### src/hw/rtl/eulrot_pkg.sv
// Shared types, constants and helper functions for the Euler XYZ rotation matrix block.
// Used by the channel interfaces and every module under hw/rtl.
// No dependencies.
package eulrot_pkg;

   // sine table depth must be a power of two
   localparam int SINE_TABLE_DEPTH = 1024;
   localparam int OUT_FRAC_BITS    = 14;

   localparam int ANGLE_W = 16;
   localparam int OUT_W   = 16;

   localparam int TAB_LOG  = $clog2(SINE_TABLE_DEPTH);
   localparam int PHASE_W  = TAB_LOG + 2;
   localparam int ADDR_W   = TAB_LOG + 1;
   localparam int MAG_W    = OUT_FRAC_BITS + 1;
   localparam int VAL_W    = OUT_FRAC_BITS + 2;
   localparam int PROD_W   = 2 * MAG_W;

   // full turn in 1/64 degree = TURN_ODD << TURN_SHIFT
   localparam int FULL_TURN  = 23040;
   localparam int HALF_TURN  = FULL_TURN / 2;
   localparam int TURN_SHIFT = 9;
   localparam int TURN_ODD   = 45;
   localparam int TWO_TURNS  = 2 * FULL_TURN;
   localparam int RED_W      = $clog2((1 << (ANGLE_W - 1)) + TWO_TURNS);
   localparam int MOD_W      = $clog2(FULL_TURN);
   localparam int NUM_W      = $clog2(longint'(FULL_TURN) * 4 * SINE_TABLE_DEPTH);
   localparam int N2_W       = NUM_W - TURN_SHIFT;
   localparam int RECIP_SHIFT = N2_W + 6;
   localparam longint RECIP  = ((longint'(1) << RECIP_SHIFT) + TURN_ODD - 1) / TURN_ODD;
   localparam int RECIP_W    = RECIP_SHIFT - 5;
   localparam int PRODQ_W    = N2_W + RECIP_W;
   localparam int QE_W       = PRODQ_W - RECIP_SHIFT;
   localparam int CORR_W     = QE_W + 6;

   // pipeline: 3 phase stages, 3 table stages, 5 product/sum stages
   localparam int PHASE_STAGES   = 3;
   localparam int SINCOS_STAGES  = 3;
   localparam int COMBINE_STAGES = 5;
   localparam int NUM_STAGES     = PHASE_STAGES + SINCOS_STAGES + COMBINE_STAGES;

   localparam longint HALF_PI_Q30 = 64'd1686629713;

   typedef logic [MAG_W-1:0] tab_type [0:SINE_TABLE_DEPTH];

   typedef struct packed {
      logic signed [VAL_W-1:0] sx;
      logic signed [VAL_W-1:0] cx;
      logic signed [VAL_W-1:0] sy;
      logic signed [VAL_W-1:0] cy;
      logic signed [VAL_W-1:0] sz;
      logic signed [VAL_W-1:0] cz;
   } trig_type;

   typedef struct packed {
      logic signed [OUT_W-1:0] r0c0;
      logic signed [OUT_W-1:0] r0c1;
      logic signed [OUT_W-1:0] r0c2;
      logic signed [OUT_W-1:0] r1c0;
      logic signed [OUT_W-1:0] r1c1;
      logic signed [OUT_W-1:0] r1c2;
      logic signed [OUT_W-1:0] r2c0;
      logic signed [OUT_W-1:0] r2c1;
      logic signed [OUT_W-1:0] r2c2;
   } matrix_type;

   localparam logic [PROD_W:0] ROUND_HALF = (PROD_W + 1)'(1) << (OUT_FRAC_BITS - 1);
   localparam logic signed [VAL_W:0] SAT_HI = (VAL_W + 1)'(1) << OUT_FRAC_BITS;
   localparam logic signed [VAL_W:0] SAT_LO = -SAT_HI;

   // quarter-wave sine, Taylor series in Q30, rounded half up
   function automatic tab_type build_sine_table();
      tab_type t;
      longint unsigned x;
      longint unsigned x2;
      longint unsigned term;
      longint sum;
      longint unsigned rnd;
      int s;
      s   = 30 - OUT_FRAC_BITS;
      rnd = (longint'(1) << s) >> 1;
      for (int i = 0; i <= SINE_TABLE_DEPTH; i++) begin
         x    = (longint'(i) * HALF_PI_Q30 + SINE_TABLE_DEPTH / 2) / SINE_TABLE_DEPTH;
         x2   = (x * x + (longint'(1) << 29)) >> 30;
         term = x;
         sum  = longint'(x);
         // twelve terms, divisors (2k)(2k+1)
         term = ((term * x2) >> 30) / 64'd6;
         sum  = sum - longint'(term);
         term = ((term * x2) >> 30) / 64'd20;
         sum  = sum + longint'(term);
         term = ((term * x2) >> 30) / 64'd42;
         sum  = sum - longint'(term);
         term = ((term * x2) >> 30) / 64'd72;
         sum  = sum + longint'(term);
         term = ((term * x2) >> 30) / 64'd110;
         sum  = sum - longint'(term);
         term = ((term * x2) >> 30) / 64'd156;
         sum  = sum + longint'(term);
         term = ((term * x2) >> 30) / 64'd210;
         sum  = sum - longint'(term);
         term = ((term * x2) >> 30) / 64'd272;
         sum  = sum + longint'(term);
         term = ((term * x2) >> 30) / 64'd342;
         sum  = sum - longint'(term);
         term = ((term * x2) >> 30) / 64'd420;
         sum  = sum + longint'(term);
         term = ((term * x2) >> 30) / 64'd506;
         sum  = sum - longint'(term);
         term = ((term * x2) >> 30) / 64'd600;
         sum  = sum + longint'(term);
         if (sum < 0) begin
            sum = 0;
         end
         if (sum > (longint'(1) << 30)) begin
            sum = longint'(1) << 30;
         end
         t[i] = MAG_W'((longint'(sum) + rnd) >> s);
      end
      t[0] = '0;
      t[SINE_TABLE_DEPTH] = MAG_W'(longint'(1) << OUT_FRAC_BITS);
      return t;
   endfunction

   function automatic logic [MAG_W-1:0] mag_of(logic signed [VAL_W-1:0] v);
      logic [VAL_W-1:0] a;
      a = v[VAL_W-1] ? VAL_W'(-v) : VAL_W'(v);
      return a[MAG_W-1:0];
   endfunction

   function automatic logic signed [VAL_W-1:0] round_prod(logic [PROD_W-1:0] pm, logic neg);
      logic [PROD_W:0] s;
      logic signed [VAL_W-1:0] m;
      s = {1'b0, pm} + ROUND_HALF;
      m = signed'({1'b0, s[OUT_FRAC_BITS +: MAG_W]});
      return neg ? -m : m;
   endfunction

   function automatic logic signed [OUT_W-1:0] sat_pack(logic signed [VAL_W:0] v);
      logic signed [VAL_W:0] c;
      if (v > SAT_HI) begin
         c = SAT_HI;
      end else if (v < SAT_LO) begin
         c = SAT_LO;
      end else begin
         c = v;
      end
      return OUT_W'(c);
   endfunction

endpackage

### src/hw/rtl/eulrot_phase.sv
// Angle to table phase: reduce modulo one turn, then scale to 4*SINE_TABLE_DEPTH steps.
// Three stages; depends on eulrot_pkg.
module eulrot_phase (
   input  logic                                   clock,
   input  logic [eulrot_pkg::PHASE_STAGES-1:0]    en,
   input  logic signed [eulrot_pkg::ANGLE_W-1:0]  angle,
   output logic [eulrot_pkg::PHASE_W-1:0]         phase
);

   logic [eulrot_pkg::MOD_W-1:0]   mod_in, mod_ff;
   logic [eulrot_pkg::N2_W-1:0]    n2_in, n2_ff;
   logic [eulrot_pkg::PRODQ_W-1:0] prod_in, prod_ff;
   logic [eulrot_pkg::PHASE_W-1:0] phase_in, phase_ff;

   // stage 1: angle mod one turn
   always_comb begin
      logic [eulrot_pkg::RED_W-1:0] t;
      t = eulrot_pkg::RED_W'(angle) + eulrot_pkg::RED_W'(eulrot_pkg::TWO_TURNS);
      if (t >= eulrot_pkg::RED_W'(eulrot_pkg::TWO_TURNS)) begin
         t = t - eulrot_pkg::RED_W'(eulrot_pkg::TWO_TURNS);
      end
      if (t >= eulrot_pkg::RED_W'(eulrot_pkg::FULL_TURN)) begin
         t = t - eulrot_pkg::RED_W'(eulrot_pkg::FULL_TURN);
      end
      mod_in = t[eulrot_pkg::MOD_W-1:0];
   end

   // stage 2: scaled numerator, reciprocal multiply by the odd factor of a turn
   always_comb begin
      logic [eulrot_pkg::NUM_W-1:0] num;
      num = (eulrot_pkg::NUM_W'(mod_ff) << (eulrot_pkg::TAB_LOG + 2))
            + eulrot_pkg::NUM_W'(eulrot_pkg::HALF_TURN);
      n2_in   = num[eulrot_pkg::NUM_W-1:eulrot_pkg::TURN_SHIFT];
      prod_in = eulrot_pkg::PRODQ_W'(n2_in) * eulrot_pkg::PRODQ_W'(eulrot_pkg::RECIP);
   end

   // stage 3: correct estimate, wrap a full turn to zero
   always_comb begin
      logic [eulrot_pkg::QE_W-1:0] q;
      q = prod_ff[eulrot_pkg::PRODQ_W-1:eulrot_pkg::RECIP_SHIFT];
      if (eulrot_pkg::CORR_W'(q) * eulrot_pkg::CORR_W'(eulrot_pkg::TURN_ODD)
          > eulrot_pkg::CORR_W'(n2_ff)) begin
         q = q - eulrot_pkg::QE_W'(1);
      end
      if (q >= eulrot_pkg::QE_W'(4 * eulrot_pkg::SINE_TABLE_DEPTH)) begin
         phase_in = '0;
      end else begin
         phase_in = q[eulrot_pkg::PHASE_W-1:0];
      end
   end

   always_ff @(posedge clock) begin
      if (en[0]) begin
         mod_ff <= mod_in;
      end
      if (en[1]) begin
         n2_ff   <= n2_in;
         prod_ff <= prod_in;
      end
      if (en[2]) begin
         phase_ff <= phase_in;
      end
   end

   assign phase = phase_ff;

endmodule

### config.mk
export PLATFORM = sky130hd
export DESIGN_NAME = eulrot_phase
export DESIGN_NICKNAME = d
export VERILOG_FILES = /design/src/hw/rtl/eulrot_pkg.sv /design/src/hw/rtl/eulrot_phase.sv
export SDC_FILE = /design/constraint.sdc
export NUM_CORES = 1
export LEC_CHECK = 0
export BUFFER_PORTS_ARGS = -buffer_cell sky130_fd_sc_hd__buf_4
export CAP_MARGIN = 10
export CORE_ASPECT_RATIO = 1.25
export CORE_UTILIZATION = 70
export DETAILED_ROUTE_END_ITERATION = 8
export GPL_ROUTABILITY_DRIVEN = 0
export PLACE_DENSITY = 0.89
export SYNTH_ARGS = -nofsm -noshare
export SYNTH_HDL_FRONTEND = slang
export SYNTH_SLANG_ARGS = --single-unit
### constraint.sdc
create_clock -name clock -period 17.5 [get_ports clock]
set_input_delay 3.5 -clock clock [delete_from_list [all_inputs] [get_ports clock]]
set_output_delay 3.5 -clock clock [all_outputs]
set_load 0.02 [all_outputs]
==> flow_metrics.env, run 1 <==
export IMPL_synth_edf_count=55
export IMPL_startpoint="mod_ff[1]"
export IMPL_synth_cell_types=69
export IMPL_reg2reg_from="mod_ff[1]"
export IMPL_numCtsBuffers=5
export IMPL_hold_depth=1
export IMPL_drc_errors=0
export IMPL_ant_nets=0
export IMPL_fin_crit_ps=7650
export IMPL_drive_gt1_share_pct=7.20
export IMPL_grt_max_degree=29
export IMPL_syn_area_per_cell_sq_um=10.2
export IMPL_grt_pass1_wl_microns=31100
export IMPL_synthTopCellsByCount="inv_1, ha_1, fa_1, edfxtp_1, a21oi_1"
export IMPL_fill_cells=818
export IMPL_r2r_cells=24
export IMPL_synthTopCellsByArea="ha_1, fa_1, edfxtp_1, inv_1, xnor2_1"
export IMPL_cts_sinks=55
export IMPL_grt_pass1_vias=6733
export IMPL_drv_cap=0
export IMPL_yosysMostFrequentCell="inv_1"
export IMPL_netlist_instances=887
export IMPL_dpl_hpwl_microns=16100
export IMPL_syn_to_final_growth_pct=6.09
export IMPL_cts_setup_buffers=0
export IMPL_syn_nets=1184
export IMPL_antenna_cells=0
export IMPL_ctsHoldBuffers=0
export IMPL_synthesis_area_sq_um=9040
export IMPL_cts_max_level=2
export IMPL_worstPathArrival_ps=7700
export IMPL_start_util_pct=71.4
export IMPL_vias=6417
export IMPL_period_share_pct=43.7
export IMPL_post_drt_wl_per_cell_microns=17.4
export IMPL_grt_ovfl_total=0
export IMPL_cts_tree="done"
export IMPL_clk_pin_slew_ps=70
export IMPL_routed_wl_microns=18900
export IMPL_cp_endpoint="prod_ff[35]"
export IMPL_synth_top_area_share_pct=24.3
export IMPL_io_pins=32
export IMPL_yosys_most_used_dff="edfxtp_1"
export IMPL_nets=1214
export IMPL_synth_yosys_seq_area_share_pct=18.3
export IMPL_cts_repair_resized=0
export IMPL_synth_top_area_cell="ha_1"
export IMPL_min_path_type="reg2reg"
export IMPL_clock_path_buffers=2
export IMPL_die_area_sq_um=13400
export IMPL_track_usage_pct=30.1
export IMPL_drtIter0Drc=196
export IMPL_worst_pin_slew_ps=1120
export IMPL_slew_headroom_pct=25.0
export IMPL_core_area_sq_um=12700
export IMPL_die_x_microns=104
export IMPL_crit_required_ps=17550
export IMPL_ys_warn_count=0
export IMPL_crit_path_max_fanout=11
export IMPL_tns_ps=0
export IMPL_cts_root_buf="clkbuf_16"
export IMPL_outcome="completed"
export IMPL_ys_ff_latch=55
export IMPL_r2r_setup_slack_ps=9850
export IMPL_synthArstFlopShare_pct=0
export IMPL_clock_latency_ps=300
export IMPL_routed_via_density=5.91
export IMPL_drtPass1Iterations=5
export IMPL_fp_dieH_microns=129
export IMPL_finalSetupViolations=0
export IMPL_rows=46
export IMPL_skew_ps=7.93
export IMPL_timing_final_hold_violations=0
export IMPL_rsz0062_at_grt="false"
export IMPL_antenna_found_initial=0
export IMPL_critPathKind="reg2reg"
export IMPL_critPathCaptureType="flip-flop"
export IMPL_max_freq_mhz=131
export IMPL_port_buffers=31
export IMPL_reg2reg_to="prod_ff[35]"
export IMPL_cp_start_kind="flip-flop"
export IMPL_slew_violations=0
-- stage by stage --
step,instance area [sq um],hold WS [ps],cells,util [%],setup WS [ps]
after floorplan,9040,693,887,-,10880
after global placement,9430,787,1078,74.5,10320
after detailed placement,9430,797,1078,74.5,9920
after CTS,9590,808,1085,75.8,9850
after global routing,9590,847,1085,75.8,9460
final,9590,805,1085,75.8,9850
-- layout by cell type, fill, tap and decap left out, types with 3 or more instances in the layout --
master and n:
or3_1 12, ha_1 176, nor4_1 3, nand3_1 21, a21o_1 10, a211o_1 3, buf_4 34, nand4_1 5
o31ai_1 5, or3_4 5, o21ai_0 19, o21a_1 6, a211oi_1 16, a21boi_0 3, edfxtp_1 55, o21bai_1 4
xnor2_1 30, a21oi_1 36, nor3_1 10, or2_2 5, inv_1 199, nor2b_1 8, o2111ai_1 4, or4_1 7
fa_1 101, clkbuf_16 5, o31a_1 3, nand2_1 27, xor2_1 21, o211ai_1 6, nor2_1 30
-- logic make-up after synthesis --
| group | Yosys count | share of synthesized area (%) |
|---|---|---|
| simple gates | 149 | 9.21 |
| fa+ha+maj | 278 | 46.8 |
| flops | 55 | 18.3 |
| mux | 2 | 0.221 |
| compound gates | 142 | 11.4 |
| xor+xnor | 51 | 4.94 |
| buf+inv | 210 | 9.12 |
-- worst min-delay path by stage --
stage	from	endpoint	slack (ps)
2_1_floorplan	mod_ff[14]	n2_ff[17]	690
5_1_grt	mod_ff[6]	n2_ff[9]	850
6_report	mod_ff[6]	n2_ff[9]	810
3_3_place_gp	mod_ff[6]	n2_ff[9]	790
3_5_place_dp	mod_ff[6]	n2_ff[9]	800
4_1_cts	mod_ff[6]	n2_ff[9]	810
-- layer usage --
metal | wire [microns] | share of wire, % | track usage [%]
met1 | 6710 | 36 | 30.2
met2 | 10000 | 53 | 57.2
met3 | 648 | 3.4 | 4.12
met4 | 1480 | 7.8 | 22.6
met5 | 0 | 0 | 0
-- worst max-delay path, stage by stage, from the launching register on --
cell and delay [ps]:
edfxtp_1 660, ha_1 300, nand2_1 80, or2_2 320, xnor2_1 580, ha_1 370
inv_1 100, fa_1 540, inv_1 60, fa_1 530, fa_1 560, inv_1 60
fa_1 510, fa_1 550, inv_1 40, ha_1 310, nand4_1 100, nor2_1 70
o2111ai_1 80, o2111ai_1 240, o31ai_1 450, a211oi_1 180, or3_1 410, a21oi_1 190
xnor2_1 90
-- cell type report --
| class | instances | area [sq um] | area share [%] |
|---|---|---|---|
| multi-input cells | 622 | 6570 | 68.5 |
| flip-flops and latches | 55 | 1650 | 17.2 |
| inverters | 199 | 747 | 7.79 |
| repair buffers | 34 | 255 | 2.66 |
| well taps | 168 | 210 | 2.19 |
| clock buffers | 5 | 125 | 1.30 |
| clock inverters | 2 | 37.5 | 0.391 |
-- registers in the layout (all words and copies together), names as in the netlist --
name,cells
mod_ff,15
n2_ff,15
prod_ff,13
phase,12
Power of run 1 is left out: the tool's default activity adds up to more than one toggle a clock period on the data nets, which glitch-free logic cannot reach.
==> run 2, diff against run 1 <==
- CORE_UTILIZATION: 70 -> 65
- PLACE_DENSITY: 0.89 -> 0.83
- clock period: 17.5 -> 8 ns (I/O delays scaled with it)
==> run 2 against run 1 <==
Count of clock-buffer cells in the layout unchanged. Flip-flop and latch count is the same. Critical path depth shrank 1. Worst hold slack worse by 6.0 ps. Clock skew is 1.3 ps higher. Non-clock buffer count rose by 5. Critical path type unchanged.
==> flow_metrics.env, run 2 (synthesized netlist as in run 1, its figures left out) <==
export IMPL_cts_root_buf="clkbuf_16"
export IMPL_placed_area_sq_um=9470
export IMPL_critPathCaptureType="flip-flop"
export IMPL_outcome="completed"
export IMPL_hp_start="mod_ff[6]"
export IMPL_cts_repair_resized=0
export IMPL_crit_path_max_fanout=11
export IMPL_cp_start_kind="flip-flop"
export IMPL_reg_largest_list="mod_ff (15), n2_ff (15), prod_ff (13)"
export IMPL_core_area_sq_um=13400
export IMPL_path_depth=23
export IMPL_syn_to_final_growth_pct=6.35
export IMPL_worst_pin_slew_ps=952
export IMPL_timing_final_hold_violations=0
export IMPL_clk_pin_slew_ps=80
export IMPL_routed_wl_microns=18800
export IMPL_drc_errors=0
export IMPL_nets=1219
export IMPL_ctsHoldBuffers=0
export IMPL_seq_area_sq_um=1650
export IMPL_drtIter0Drc=240
export IMPL_placed_cells=1086
export IMPL_skew_ps=9.25
export IMPL_multiInputGateArea_sq_um=6570
export IMPL_final_area_sq_um=9620
export IMPL_clock_path_buffers=2
export IMPL_finalSetupViolations=0
export IMPL_fin_crit_ps=7350
export IMPL_slew_violations=0
export IMPL_max_freq_mhz=136
export IMPL_path_delay_family="adder cells"
export IMPL_crit_chain="ha_1 -> nand3_1 -> xnor2_1 -> ha_1 -> inv_1 -> fa_1 -> inv_1 -> fa_1 -> inv_1 -> fa_1 -> inv_1 -> fa_1 -> fa_1 -> ha_1 -> a21oi_1 -> o21ai_0 -> a21oi_1 -> o2111ai_1 -> o31ai_1 -> a211oi_1 -> or3_1 -> a21oi_1 -> xnor2_1"
export IMPL_min_path_type="reg2reg"
export IMPL_holdWs_ps=799
export IMPL_ant_nets=0
export IMPL_tns_ps=0
export IMPL_antenna_found_initial=0
export IMPL_slowest_delay_ps=640
export IMPL_period_share_pct=91.8
export IMPL_final_cell_mix="inv_1, ha_1, fa_1"
export IMPL_routed_via_density=5.82
export IMPL_grt_max_degree=29
export IMPL_worstPathArrival_ps=7400
export IMPL_post_drt_wl_per_cell_microns=17.2
export IMPL_start_util_pct=67.5
export IMPL_reg2reg_from="mod_ff[1]"
export IMPL_r2r_setup_slack_ps=650
export IMPL_rsz0062_at_grt="false"
export IMPL_cts_sinks=55
export IMPL_grt_pass1_wl_microns=31200
export IMPL_holdPathEnd="n2_ff[9]"
export IMPL_drtPass1Iterations=5
export IMPL_vias=6367
export IMPL_cts_setup_buffers=0
export IMPL_rows=47
export IMPL_stdcell_count=1094
export IMPL_drv_cap=0
export IMPL_slew_headroom_pct=36.3
export IMPL_dpl_hpwl_microns=16100
export IMPL_track_usage_pct=28.0
export IMPL_fp_dieH_microns=134
export IMPL_antenna_cells=0
export IMPL_cts_max_level=2
export IMPL_die_area_sq_um=14400
export IMPL_die_x_microns=108
export IMPL_grt_ovfl_total=0
export IMPL_grt_pass1_vias=6637
export IMPL_final_common_cell="inv_1"
export IMPL_cts_tree="done"
export IMPL_fill_cells=982
export IMPL_critPathKind="reg2reg"
export IMPL_critPathBufInv=4
export IMPL_drive_gt1_share_pct=7.69
export IMPL_hold_depth=2
export IMPL_crit_top_cell="fa_1"
export IMPL_port_buffers=31
export IMPL_numCtsBuffers=5
export IMPL_clock_latency_ps=300
export IMPL_io_pins=32
export IMPL_reg2reg_to="prod_ff[35]"
export IMPL_r2r_cells=23
export IMPL_slowest_stage="edfxtp_1"
export IMPL_crit_required_ps=8050
[run 2: changes by cell type in the layout (fill, tap and decap cells not counted)]
cell and delta:
buf_4 +5, bufinv_16 -1, clkinv_1 +1, clkinv_4 +1
[run 2: worst register-to-register path, delay by kind of cell, from the launching register on]
kind | cells | cell delay, ps
fa+ha+maj | 8 | 3540
flops | 1 | 640
simple gates | 2 | 510
xor+xnor | 2 | 710
compound gates | 7 | 1450
buf+inv | 4 | 270
[run 2: worst max-delay path by stage]
| stage | from | to |
|---|---|---|
| floorplan | mod_ff[1] | prod_ff[35] |
| global placement | mod_ff[1] | prod_ff[35] |
| detailed placement | mod_ff[1] | prod_ff[35] |
| CTS | mod_ff[1] | prod_ff[35] |
| global route | mod_ff[1] | prod_ff[35] |
| finish | mod_ff[1] | prod_ff[35] |
[run 2: routing by layer]
layer  vias up  track usage, %  wire, microns
met2       159            53.0          10200
met5         -               0              0
met3        55            3.16            620
met4         0            14.0            925
li1       3089               -              -
met1      3064            30.4           7090
[run 2: final cells by class]
cell class / instances / share of cell area [%]
multi-input cells: 622 / 68.3
flip-flops and latches: 55 / 17.2
inverters: 199 / 7.77
repair buffers: 39 / 3.04
well taps: 171 / 2.22
clock buffers: 5 / 1.30
clock inverters: 3 / 0.208
[run 2: metrics by stage]
step / setup WS [ps] / utilization [%]
floorplan: 1380 / -
global placement: 919 / 70.7
detailed placement: 709 / 70.7
finish: 652 / 71.7
CTS: 683 / 71.7
global route: 188 / 71.7
Power of run 2 is left out for the same reason.
